### config.mk
export PLATFORM = sky130hd
export DESIGN_NAME = rc4_stream_cipher_top_flat
export DESIGN_NICKNAME = d
export VERILOG_FILES = /design/src/hdl/rc4_pkg.sv /design/src/hdl/rc4_if.sv /design/src/hdl/rc4_add_unit.sv /design/src/hdl/rc4_sbox_ram.sv /design/src/hdl/rc4_stream_cipher_top.sv /design/src/flat_wrapper.sv
export SDC_FILE = /design/constraint.sdc
export NUM_CORES = 2
export LEC_CHECK = 0
export ABC_AREA = 1
export BUFFER_PORTS_ARGS = -buffer_cell sky130_fd_sc_hd__buf_4
export CORE_ASPECT_RATIO = 2
export CORE_MARGIN = 2
export CORE_UTILIZATION = 31
export CTS_CLUSTER_SIZE = 14
export DETAILED_ROUTE_END_ITERATION = 12
export SLEW_MARGIN = 20
export SYNTH_ARGS = -nofsm -noshare
export SYNTH_HDL_FRONTEND = slang
export SYNTH_SLANG_ARGS = --single-unit
### constraint.sdc
create_clock -name clock -period 29.8 [get_ports clock]
set_input_delay 1.49 -clock clock [delete_from_list [all_inputs] [get_ports clock]]
set_output_delay 1.49 -clock clock [all_outputs]
set_load 0.01 [all_outputs]
### src/hdl/rc4_pkg.sv
`timescale 1ns / 1ps

package rc4_pkg;

   // Permutation geometry.
   localparam int PERM_SIZE = 256;
   localparam int ADDR_W    = $clog2(PERM_SIZE);
   localparam int BYTE_W    = 8;

   // Key storage.
   localparam int MAX_KEY_BYTES = 32;
   localparam int KEY_LEN_W     = 6;
   localparam int KEY_POS_W     = $clog2(MAX_KEY_BYTES);
   localparam int KEY_REG_W     = 64;
   localparam int KEY_REG_CNT   = MAX_KEY_BYTES / (KEY_REG_W / BYTE_W);
   localparam logic [KEY_LEN_W-1:0] KEY_LEN_RESET = KEY_LEN_W'(16);

   // Configuration register indexes.
   localparam int CSR_INDEX_W = 3;
   localparam logic [CSR_INDEX_W-1:0] CSR_KEY_LENGTH = 3'd0;
   localparam logic [CSR_INDEX_W-1:0] CSR_KEY_0_7    = 3'd1;
   localparam logic [CSR_INDEX_W-1:0] CSR_KEY_8_15   = 3'd2;
   localparam logic [CSR_INDEX_W-1:0] CSR_KEY_16_23  = 3'd3;
   localparam logic [CSR_INDEX_W-1:0] CSR_KEY_24_31  = 3'd4;

   // Command codes.
   localparam logic CMD_REKEY = 1'b0;
   localparam logic CMD_CRYPT = 1'b1;

   typedef enum logic [3:0] {
      ST_IDLE,
      ST_KS_CLEAR,
      ST_KS_READ_K,
      ST_KS_READ_J,
      ST_KS_WRITE_K,
      ST_KS_WRITE_J,
      ST_CR_READ_I,
      ST_CR_READ_J,
      ST_CR_WRITE_I,
      ST_CR_WRITE_J
   } state_type;

   // One access to the permutation memory.
   typedef struct packed {
      logic              clear;
      logic              rd_en;
      logic [ADDR_W-1:0] rd_addr;
      logic              wr_en;
      logic [ADDR_W-1:0] wr_addr;
      logic [BYTE_W-1:0] wr_data;
   } ram_req_type;

endpackage

### src/hdl/rc4_if.sv
`timescale 1ns / 1ps

interface rc4_req_if;
   logic       valid;
   logic       ready;
   logic       command;
   logic [7:0] data_in;

   modport source (output valid, output command, output data_in, input ready);
   modport sink (input valid, input command, input data_in, output ready);
endinterface

interface rc4_rsp_if;
   logic       valid;
   logic       ready;
   logic [7:0] data_out;

   modport source (output valid, output data_out, input ready);
   modport sink (input valid, input data_out, output ready);
endinterface

interface rc4_csr_if;
   logic        valid;
   logic        ready;
   logic [2:0]  index;
   logic [63:0] data;

   modport source (output valid, output index, output data, input ready);
   modport sink (input valid, input index, input data, output ready);
endinterface

### src/hdl/rc4_add_unit.sv
`timescale 1ns / 1ps

module rc4_add_unit
   import rc4_pkg::*;
(
   input  logic [BYTE_W-1:0] op_a,
   input  logic [BYTE_W-1:0] op_b,
   input  logic [BYTE_W-1:0] op_c,
   output logic [BYTE_W-1:0] sum
);

   // The i, j and k arithmetic of the cipher is modulo 256, so the carry is dropped.
   assign sum = BYTE_W'(op_a + op_b + op_c);

endmodule

### src/hdl/rc4_sbox_ram.sv
`timescale 1ns / 1ps

module rc4_sbox_ram
   import rc4_pkg::*;
(
   input  logic              clock,
   input  logic              reset,
   input  ram_req_type       req,
   output logic [BYTE_W-1:0] rd_data
);

   logic [BYTE_W-1:0]    mem_ff [PERM_SIZE];
   logic [PERM_SIZE-1:0] valid_ff;
   logic [BYTE_W-1:0]    rd_data_ff;

   // An entry that has not been written since the last clear holds its own index.
   always_ff @(posedge clock) begin
      if (reset || req.clear) begin
         valid_ff <= '0;
      end else if (req.wr_en) begin
         valid_ff[req.wr_addr] <= 1'b1;
      end
   end

   always_ff @(posedge clock) begin
      if (req.wr_en) begin
         mem_ff[req.wr_addr] <= req.wr_data;
      end
   end

   // Write-first: a read of the address being written returns the new byte.
   always_ff @(posedge clock) begin
      if (req.rd_en) begin
         if (req.wr_en && (req.wr_addr == req.rd_addr)) begin
            rd_data_ff <= req.wr_data;
         end else if (valid_ff[req.rd_addr]) begin
            rd_data_ff <= mem_ff[req.rd_addr];
         end else begin
            rd_data_ff <= req.rd_addr;
         end
      end
   end

   assign rd_data = rd_data_ff;

endmodule

### src/hdl/rc4_stream_cipher_top.sv
`timescale 1ns / 1ps

// RC4 stream cipher engine. A transaction on the request channel carries a command and a
// data byte. A rekey command (command 0) runs the key schedule over the key held in the
// configuration registers and gives no response; it keeps the engine busy until it ends.
// The permutation memory does at most one read and one write per cycle, so each swap of
// the schedule is done in steps: fetch the partner slot, write the slot, then write the
// partner while the next slot is read. The schedule starts by clearing the permutation
// and reading its first slot. A crypt command (command 1) keeps the engine busy while it
// reads S[i], reads S[j], then writes both slots of the swap, the second write also
// loading the response register. That write repeats while the previous response has not
// been taken. The engine then returns to idle, where it takes the next request. The XOR
// of the data byte with the keystream byte appears as one response transaction.
// Encryption and decryption are the same command. After reset the permutation is the
// identity and both indices are zero, so crypt works before any rekey. The request
// channel is ready only while the engine is idle; the response register lets a new
// request in while a result still waits. Configuration writes (key length at index 0,
// key bytes at indexes 1 to 4, little-endian) are always accepted and must only be
// issued while the engine is idle. A key length of zero acts as one, and lengths above
// 32 act as 32.

module rc4_stream_cipher_top
   import rc4_pkg::*;
(
   input  logic        clock,
   input  logic        reset,
   rc4_req_if.sink     req_bus,
   rc4_rsp_if.source   rsp_bus,
   rc4_csr_if.sink     csr_bus
);

   // Configuration registers.
   logic [KEY_LEN_W-1:0] key_length_ff;
   logic [KEY_REG_W-1:0] key_ff [KEY_REG_CNT];

   // Sequencer and datapath registers.
   state_type            state_ff, state_in;
   logic [ADDR_W-1:0]    i_ff, i_in;
   logic [ADDR_W-1:0]    j_ff, j_in;
   logic [ADDR_W-1:0]    k_ff, k_in;
   logic [KEY_POS_W-1:0] kpos_ff, kpos_in;
   logic [BYTE_W-1:0]    sa_ff, sa_in;
   logic                 hit_j_ff, hit_j_in;
   logic [BYTE_W-1:0]    din_ff, din_in;
   logic                 rsp_valid_ff, rsp_valid_in;
   logic [BYTE_W-1:0]    rsp_data_ff, rsp_data_in;

   ram_req_type          ram_req;
   logic [BYTE_W-1:0]    ram_rd_data;

   logic [BYTE_W-1:0]    add_a, add_b, add_c, add_sum;

   logic [KEY_LEN_W-1:0] eff_len;
   logic [KEY_LEN_W-1:0] kpos_next;
   logic [BYTE_W-1:0]    key_byte;
   logic                 req_fire;
   logic                 out_free;

   rc4_sbox_ram u_sbox_ram (
      .clock   (clock),
      .reset   (reset),
      .req     (ram_req),
      .rd_data (ram_rd_data)
   );

   // The one adder serves every update of i, j and k in both the key schedule and the generator.
   rc4_add_unit u_add_unit (
      .op_a (add_a),
      .op_b (add_b),
      .op_c (add_c),
      .sum  (add_sum)
   );

   // Configuration writes. Indexes beyond the register list are ignored.
   assign csr_bus.ready = 1'b1;

   always_ff @(posedge clock) begin
      if (reset) begin
         key_length_ff <= KEY_LEN_RESET;
         for (int n = 0; n < KEY_REG_CNT; n++) begin
            key_ff[n] <= '0;
         end
      end else if (csr_bus.valid) begin
         case (csr_bus.index)
            CSR_KEY_LENGTH: key_length_ff <= csr_bus.data[KEY_LEN_W-1:0];
            CSR_KEY_0_7:    key_ff[0] <= csr_bus.data;
            CSR_KEY_8_15:   key_ff[1] <= csr_bus.data;
            CSR_KEY_16_23:  key_ff[2] <= csr_bus.data;
            CSR_KEY_24_31:  key_ff[3] <= csr_bus.data;
            default: ;
         endcase
      end
   end

   // The key length in use, clamped to the range 1 to 32.
   always_comb begin
      if (key_length_ff == '0) begin
         eff_len = KEY_LEN_W'(1);
      end else if (key_length_ff > KEY_LEN_W'(MAX_KEY_BYTES)) begin
         eff_len = KEY_LEN_W'(MAX_KEY_BYTES);
      end else begin
         eff_len = key_length_ff;
      end
   end

   assign key_byte  = key_ff[kpos_ff[KEY_POS_W-1:3]][{kpos_ff[2:0], 3'b000} +: BYTE_W];
   assign kpos_next = {1'b0, kpos_ff} + KEY_LEN_W'(1);

   assign req_bus.ready    = (state_ff == ST_IDLE);
   assign req_fire         = req_bus.valid && req_bus.ready;
   assign out_free         = !rsp_valid_ff || rsp_bus.ready;
   assign rsp_bus.valid    = rsp_valid_ff;
   assign rsp_bus.data_out = rsp_data_ff;

   always_ff @(posedge clock) begin
      if (reset) begin
         state_ff     <= ST_IDLE;
         i_ff         <= '0;
         j_ff         <= '0;
         k_ff         <= '0;
         kpos_ff      <= '0;
         rsp_valid_ff <= 1'b0;
      end else begin
         state_ff     <= state_in;
         i_ff         <= i_in;
         j_ff         <= j_in;
         k_ff         <= k_in;
         kpos_ff      <= kpos_in;
         rsp_valid_ff <= rsp_valid_in;
      end
   end

   always_ff @(posedge clock) begin
      sa_ff       <= sa_in;
      hit_j_ff    <= hit_j_in;
      din_ff      <= din_in;
      rsp_data_ff <= rsp_data_in;
   end

   always_comb begin
      state_in     = state_ff;
      i_in         = i_ff;
      j_in         = j_ff;
      k_in         = k_ff;
      kpos_in      = kpos_ff;
      sa_in        = sa_ff;
      hit_j_in     = hit_j_ff;
      din_in       = din_ff;
      rsp_data_in  = rsp_data_ff;
      rsp_valid_in = rsp_valid_ff && !rsp_bus.ready;
      ram_req      = '0;
      add_a        = '0;
      add_b        = '0;
      add_c        = '0;

      case (state_ff)
         ST_IDLE: begin
            if (req_fire) begin
               din_in = req_bus.data_in;
               if (req_bus.command == CMD_CRYPT) begin
                  state_in = ST_CR_READ_I;
               end else begin
                  state_in = ST_KS_CLEAR;
               end
            end
         end

         // Key schedule: the permutation returns to identity by dropping all valid bits.
         ST_KS_CLEAR: begin
            ram_req.clear = 1'b1;
            k_in          = '0;
            j_in          = '0;
            kpos_in       = '0;
            state_in      = ST_KS_READ_K;
         end

         ST_KS_READ_K: begin
            ram_req.rd_en   = 1'b1;
            ram_req.rd_addr = k_ff;
            state_in        = ST_KS_READ_J;
         end

         // j = j + S[k] + key[kpos], then fetch S[j].
         ST_KS_READ_J: begin
            add_a           = j_ff;
            add_b           = ram_rd_data;
            add_c           = key_byte;
            j_in            = add_sum;
            sa_in           = ram_rd_data;
            ram_req.rd_en   = 1'b1;
            ram_req.rd_addr = add_sum;
            state_in        = ST_KS_WRITE_K;
         end

         ST_KS_WRITE_K: begin
            ram_req.wr_en   = 1'b1;
            ram_req.wr_addr = k_ff;
            ram_req.wr_data = ram_rd_data;
            state_in        = ST_KS_WRITE_J;
         end

         // Finish the swap and prefetch S[k+1]; the memory forwards the byte being written.
         ST_KS_WRITE_J: begin
            ram_req.wr_en   = 1'b1;
            ram_req.wr_addr = j_ff;
            ram_req.wr_data = sa_ff;
            if (k_ff == ADDR_W'(PERM_SIZE - 1)) begin
               i_in     = '0;
               j_in     = '0;
               state_in = ST_IDLE;
            end else begin
               add_a           = k_ff;
               add_b           = BYTE_W'(1);
               k_in            = add_sum;
               ram_req.rd_en   = 1'b1;
               ram_req.rd_addr = add_sum;
               if (kpos_next >= eff_len) begin
                  kpos_in = '0;
               end else begin
                  kpos_in = kpos_next[KEY_POS_W-1:0];
               end
               state_in = ST_KS_READ_J;
            end
         end

         // Generator: i = i + 1, fetch S[i].
         ST_CR_READ_I: begin
            add_a           = i_ff;
            add_b           = BYTE_W'(1);
            i_in            = add_sum;
            ram_req.rd_en   = 1'b1;
            ram_req.rd_addr = add_sum;
            state_in        = ST_CR_READ_J;
         end

         // j = j + S[i], fetch S[j].
         ST_CR_READ_J: begin
            add_a           = j_ff;
            add_b           = ram_rd_data;
            j_in            = add_sum;
            sa_in           = ram_rd_data;
            ram_req.rd_en   = 1'b1;
            ram_req.rd_addr = add_sum;
            state_in        = ST_CR_WRITE_I;
         end

         // S[i] takes S[j], and the keystream slot S[i]+S[j] is read in the same cycle.
         // The write to S[j] follows in ST_CR_WRITE_J, so a slot equal to j is taken from S[i].
         ST_CR_WRITE_I: begin
            ram_req.wr_en   = 1'b1;
            ram_req.wr_addr = i_ff;
            ram_req.wr_data = ram_rd_data;
            add_a           = sa_ff;
            add_b           = ram_rd_data;
            hit_j_in        = (add_sum == j_ff);
            ram_req.rd_en   = 1'b1;
            ram_req.rd_addr = add_sum;
            state_in        = ST_CR_WRITE_J;
         end

         ST_CR_WRITE_J: begin
            ram_req.wr_en   = 1'b1;
            ram_req.wr_addr = j_ff;
            ram_req.wr_data = sa_ff;
            if (out_free) begin
               rsp_valid_in = 1'b1;
               rsp_data_in  = din_ff ^ (hit_j_ff ? sa_ff : ram_rd_data);
               state_in     = ST_IDLE;
            end
         end

         default: begin
            state_in = ST_IDLE;
         end
      endcase
   end

   // A response only ever comes out of the final generator step.
   a_rsp_from_crypt: assert property (@(posedge clock) disable iff (reset)
      $rose(rsp_valid_ff) |-> $past(state_ff) == ST_CR_WRITE_J)
      else $error("response raised outside the generator step");

   // The key schedule leaves both indices cleared.
   a_ks_end_clears: assert property (@(posedge clock) disable iff (reset)
      (state_ff == ST_KS_WRITE_J && k_ff == ADDR_W'(PERM_SIZE - 1))
      |=> (state_ff == ST_IDLE && i_ff == '0 && j_ff == '0))
      else $error("key schedule ended with nonzero indices");

   // The key position never reaches the key length in use.
   a_kpos_in_range: assert property (@(posedge clock) disable iff (reset)
      (state_ff == ST_KS_READ_J) |-> ({1'b0, kpos_ff} < eff_len))
      else $error("key position beyond key length");

   // A held response is never overwritten by a new one.
   a_rsp_no_overrun: assert property (@(posedge clock) disable iff (reset)
      (rsp_valid_ff && !rsp_bus.ready) |=> (rsp_valid_ff && $stable(rsp_data_ff)))
      else $error("pending response overwritten");

endmodule
### src/flat_wrapper.sv
// flat-port wrapper written by rule: the top's interface ports become plain ports
module rc4_stream_cipher_top_flat import rc4_pkg::*;
  (clock, reset, req_bus_valid, req_bus_command, req_bus_data_in, req_bus_ready, rsp_bus_valid, rsp_bus_data_out, rsp_bus_ready, csr_bus_valid, csr_bus_index, csr_bus_data, csr_bus_ready);
  rc4_req_if req_bus_i ();
  rc4_rsp_if rsp_bus_i ();
  rc4_csr_if csr_bus_i ();
  input  logic clock;
  input  logic reset;
  input wire logic [$bits(req_bus_i.valid)-1:0] req_bus_valid;
  input wire logic [$bits(req_bus_i.command)-1:0] req_bus_command;
  input wire logic [$bits(req_bus_i.data_in)-1:0] req_bus_data_in;
  output wire logic [$bits(req_bus_i.ready)-1:0] req_bus_ready;
  output wire logic [$bits(rsp_bus_i.valid)-1:0] rsp_bus_valid;
  output wire logic [$bits(rsp_bus_i.data_out)-1:0] rsp_bus_data_out;
  input wire logic [$bits(rsp_bus_i.ready)-1:0] rsp_bus_ready;
  input wire logic [$bits(csr_bus_i.valid)-1:0] csr_bus_valid;
  input wire logic [$bits(csr_bus_i.index)-1:0] csr_bus_index;
  input wire logic [$bits(csr_bus_i.data)-1:0] csr_bus_data;
  output wire logic [$bits(csr_bus_i.ready)-1:0] csr_bus_ready;
  assign req_bus_i.valid = req_bus_valid;
  assign req_bus_i.command = req_bus_command;
  assign req_bus_i.data_in = req_bus_data_in;
  assign req_bus_ready = req_bus_i.ready;
  assign rsp_bus_valid = rsp_bus_i.valid;
  assign rsp_bus_data_out = rsp_bus_i.data_out;
  assign rsp_bus_i.ready = rsp_bus_ready;
  assign csr_bus_i.valid = csr_bus_valid;
  assign csr_bus_i.index = csr_bus_index;
  assign csr_bus_i.data = csr_bus_data;
  assign csr_bus_ready = csr_bus_i.ready;
  rc4_stream_cipher_top u_core (.clock(clock), .reset(reset), .req_bus(req_bus_i), .rsp_bus(rsp_bus_i), .csr_bus(csr_bus_i));
endmodule
* Yosys cells after proc, flatten, opt, wreduce, memory -nomap -nowiden
Memories as Yosys holds them, arrays and structs flattened. A register that Yosys moved wholly into a read port is not among the register bits.
Cells that the tools add are included.
** Storage, ports and cells
- Register bits after elaboration :: 329
- Bits in latches :: 0
- RAM bits :: 2304
- ROM bits :: 0
- Input bits :: 81
- Output and inout bits :: 11
- Logic and storage cells :: 134
- Memories kept :: 2
** Operators by class
- Add/subtract/negate cells :: 3
- Multipliers :: 0
- Divide/modulo/power cells :: 0
- Order comparisons :: 5
- Equal/unequal tests :: 20
- Shift-type cells :: 1
- Multiplexer cells :: 59
- Bitwise operators :: 6
- Reductions and logical operators :: 25
** Memories
- u_core.u_sbox_ram.mem_ff :: words 256, width 8, rd ports 1, clocked after Yosys merged registers in 0, wr ports 1, RTL line rc4_sbox_ram.sv:12 : logic [BYTE_W-1:0] mem_ff [PERM_SIZE];
- u_core.key_ff :: words 4, width 64, rd ports 1, clocked after Yosys merged registers in 1, wr ports 4, RTL line rc4_stream_cipher_top.sv:34 : logic [KEY_REG_W-1:0] key_ff [KEY_REG_CNT];
** Operators by type and width (number)
- two-way mux 64 bit :: 4
- OR 256 bit :: 1
- variable part select 64 x 7 -> 8 bit :: 1
- two-way mux 8 bit :: 7
- one-hot mux 17 bit (3 select lines) :: 1
- one-hot mux 8 bit (3 select lines) :: 2
- one-hot mux 4 bit (10 select lines) :: 1
- one-hot mux 8 bit (2 select lines) :: 2
- one-hot mux 8 bit (4 select lines) :: 1
- one-hot mux 9 bit (3 select lines) :: 1
- two-way mux 1 bit :: 26
- < comparator 8 x 9 -> 1 bit, second input constant :: 2
- adder 8 bit :: 2
- equality test 4 x 3 -> 1 bit, second input constant :: 4
- equality test 8 bit :: 2
- AND reduction 2 bit :: 7
- two-way mux 6 bit :: 2
- two-way mux 5 bit :: 2
- one-hot mux 5 bit (2 select lines) :: 1
- two-way mux 9 bit :: 1
- binary-select mux 1 bit (select 8 bit) :: 1
- demux 1 bit (select 8 bit) :: 1
- equality test 4 x 2 -> 1 bit, second input constant :: 2
- equality test 4 bit, second input constant :: 2
- 27 further kinds :: 43

* Depth between registers and ports, before layout
- Depth in word-level cells :: 11
- Mapped depth :: 33
- Mapped depth without buffers :: 30

* Hierarchy
A second synthesis with hierarchy kept.
** Unflattened totals
- Cells, all modules :: 10185
- Area total of the unflattened synthesis :: 109138.4 µm²
** Modules (own cells, without submodules)
- rc4_sbox_ram :: times used 1, cells an instance 8444, area an instance 93517.2 µm², sequential area each 66864.1 µm²
- rc4_stream_cipher_top :: times used 1, cells an instance 1660, area an instance 15090.7 µm², sequential area each 9278.9 µm²
- rc4_add_unit :: times used 1, cells an instance 81, area an instance 530.5 µm², sequential area each 0.0 µm²

* Worst setup path before layout
OpenSTA, ideal clock, no wires.
- Path kind :: register to register
- Start :: register u_core.state_ff[0]
- End :: memory u_core.u_sbox_ram.mem_ff[0][0] (data pin)
- Library setup time :: 2198 ps
- Arrival time :: 11116 ps
- Data required time :: 27602 ps
- Setup slack :: 16486 ps
- Cell stages (with the launch flop) :: 8
- Buffers on the path :: 2
- Period minus slack after synthesis :: 13314 ps
- Path through :: dfxtp_1 > nor2_1 > nand2_1 > buf_4 > inv_1 > buf_2 > nor2_1 > o21ai_0
** RTL lines
- from (decl) :: RTL line rc4_stream_cipher_top.sv:37 : state_type state_ff, state_in;
- from (signal assigned) :: RTL line rc4_stream_cipher_top.sv:124 : state_ff <= state_in;
- to (decl) :: RTL line rc4_sbox_ram.sv:12

==> results by group <==
Status
  – Outcome: completed

Power and ir drop
  – Final Total Pwr: 7950 uW
  – Max IR drop VDD: 59.3 uV
  – PwrDens: 66.1 mW/mm2
  – Leak: 0.0415 uW

Detailed routing
  – Drt wl/cell: 23.6 um
  – Antenna-violating nets left: 0
  – # DRC: 0
  – Final wirelength: 345 mm
  – Via density: 5.16
  – Pre-Repair DR Iteration Count: 6
  – Vias: 75,399
  – DRT iter0 DRCs: 7,076

Timing
  – Fin crit share: 34.0%
  – Skew final: 63.9 ps
  – Slew @ Worst Pin: 1220 ps
  – Peak Freq: 98.6 MHz
  – RSZ-0062 raised after global routing: false
  – Final Hold Fails: 0
  – Slew HR: 18.4%
  – Tmin final: 10,140 ps
  – Setup violators final: 0
  – Final Slew Violations: 0
  – Setup TNS: 0 ps

Clocking
  – Root buf cell: clkbuf_16
  – Setup bufs post-CTS: 0
  – Clock slew at reported path FFs: 70 ps
  – Clk sinks: 2,635
  – Clock Path Buffers: 4
  – Post-CTS Resized: 0
  – Post-CTS Hold Buffers: 0
  – TritonCTS clock tree: yes
  – Clk_lat worst skew: 930 ps
  – CTS H-tree lvls: 4
  – TritonCTS Buffers: 220

Worst hold path
  – Type of the worst min-delay path: reg2reg

Critical path
  – CP delay by family, top: buffers and inverters
  – Critical Path Max Stage Delay: 830 ps
  – CP bufs+invs: 10
  – Critical path arrival: 10,760 ps
  – Max stage delay cell, worst path: buf_4
  – CP max FO: 102
  – Type of the worst setup path: reg2reg
  – CP Launch Type: flop
  – Crit-path most repeated cell: nand3_1
  – Worst Setup End Kind: flop
  – Crit path required time: 30,420 ps

Finish
  – Commonest non-fill, non-tap cell in the layout: nand2_1
  – Fraction of layout cells with a size suffix above 1: 5.85%
  – Layout area overhead: 10.5%
  – Most frequent cells in the layout: 2,360 x nand2_1, 2,337 x edfxtp_1, 2,313 x nand3_1
  – Nets: 9,906

Floorplanning
  – Die H: 842 um
  – Die ar.: 0.356 mm2
  – I/O Pins: 92
  – Width of the die: 423 um
  – Row count: 307
  – Total core area: 0.350 mm2
  – Initial core utilization: 31.2%

Synth
  – Synth Warn #: 0
  – Flops & latches, synth: 2,635
  – Syn Area/Cell: 10.9 um2
  – Syn Std Cell Area: 0.109 mm2
  – Yosys cell types: 50
  – Sequential fraction of the synthesis area: 69.9%
  – Syn_nets: 10,110
  – Cells after synthesis: 10,008

Global routing
  – Gr ovfl total: 0
  – Largest net degree at the start of global routing: 193
  – Vias in the first global route: 73,825
  – First-pass GRT wire length: 498 mm
  – Initial antenna violation count: 8
  – Total GRT Usage: 18.7%

Place
  – Buffers on Ports: 90
  – RePlAce Congestion: 0.947
  – Hpwl dp: 207 mm

Flow run
  – Total of max-cap violations: 0
[worst reg2reg max path: cells and delay by family (launching register included)]
kind            cells  cell delay [ps]
compound gates      5             1230
simple gates       14             2480
buf+inv            10             5310
fa+ha+maj           1              560
flops               1              310
[final cells by class]
cell class                      instances  area, um2
Inverter                              225        867
Antenna cell                            4       10.0
Multi-Input combinational cell       6469      29000
Clock inverter                         15        168
Sequential cell                      2635      76100
Fill cell                           34941     229000
Timing Repair Buffer                  253       2080
Tap cell                             4635       5800
Clock buffer                          380       6280
[stage by stage]
stage	setup slack (ps)	cell area, um2	cells	hold WS (ps)	util, %
after floorplan	16490	109000	10008	426	-
after global routing	19120	120000	14614	488	34.4
after CTS	19860	120000	14612	471	34.4
final	19660	120000	14616	465	34.4
after global placement	19980	114000	14216	449	32.6
after detailed placement	19850	114000	14217	457	32.6
[routing by layer]
| layer | vias to the layer above | global-route usage (%) | routed length [um] |
|---|---|---|---|
| li1 | 34489 | - | - |
| met1 | 36889 | 19.3 | 114000 |
| met4 | 8 | 16.3 | 34400 |
| met3 | 937 | 2.36 | 20900 |
| met5 | - | 0 | 46 |
| met2 | 3076 | 33.2 | 176000 |
[synthesized netlist by cell type (all sizes together)]
library cell / n / share of area, %
edfxtp: 2337 / 64
nor3: 8 / 0.041
conb: 1 / 0.0034
a221oi: 9 / 0.078
fa: 8 / 0.15
nor4: 2 / 0.011
nand3: 2318 / 11
a31oi: 6 / 0.034
o21bai: 2 / 0.014
a21boi: 1 / 0.010
xnor2: 2 / 0.016
a21oi: 64 / 0.30
a21o: 1 / 0.0069
buf: 475 / 2.2
clkbuf: 204 / 0.70
o221ai: 32 / 0.26
inv: 220 / 0.76
nand2: 2369 / 8.2
a31o: 1 / 0.0080
nor2: 1235 / 4.3
o31ai: 3 / 0.021
dfxtp: 298 / 5.5
o211ai: 23 / 0.16
nand4: 128 / 0.74
nand3b: 1 / 0.0069
ha: 13 / 0.15
o21ai: 169 / 0.79
xor2: 20 / 0.16
or2: 2 / 0.011
a22oi: 3 / 0.021
a211oi: 2 / 0.014
o22ai: 45 / 0.27
o21a: 1 / 0.0069
clkinv: 5 / 0.017
[path summary, 6_finish.rpt]
path | start | end | slack [ps] | cells past startpoint
worst max-delay path | flop | u_core.u_sbox_ram.rd_data[5] | 19660 | 30
worst min register to register | u_core.u_sbox_ram.valid_ff[173] | u_core.u_sbox_ram.valid_ff[173] | 470 | 2
worst min-delay path | u_core.u_sbox_ram.valid_ff[173] | u_core.u_sbox_ram.valid_ff[173] | 470 | 2
worst max register to register | flop | u_core.u_sbox_ram.rd_data[5] | 19660 | 30
[cells by family after synthesis]
| group | after synthesis | share of synthesized area, % |
|---|---|---|
| AOI/OAI and AO/OA | 362 | 1.98 |
| xor gates and xnor gates | 22 | 0.177 |
| adders and majority gates | 21 | 0.296 |
| buffers and inverters | 904 | 3.69 |
| DFF | 2635 | 69.9 |
| other | 1 | 0.00344 |
| and+or+nand+nor | 6063 | 23.9 |
[sequential cells by signal, summed over array words and instances, names as in the netlist, 8 cells and up, named ones only]
name	cells
u_core.i_ff	8
u_core.sa_ff	8
u_core.rsp_bus.data_out	8
u_core.u_sbox_ram.rd_data	8
u_core.u_sbox_ram.mem_ff	2048
u_core.key_ff	256
u_core.din_ff	8
u_core.j_ff	8
u_core.k_ff	8
u_core.u_sbox_ram.valid_ff	256
[power by group]
part / leakage [uW] / internal, uW / switching, uW
Sequential: 0.0241 / 4260 / 27.9
Clock: 0.00309 / 1440 / 1310
Combinational: 0.0143 / 168 / 739
Total: 0.0415 / 5870 / 2080
(Power assumes the default switching activity.)
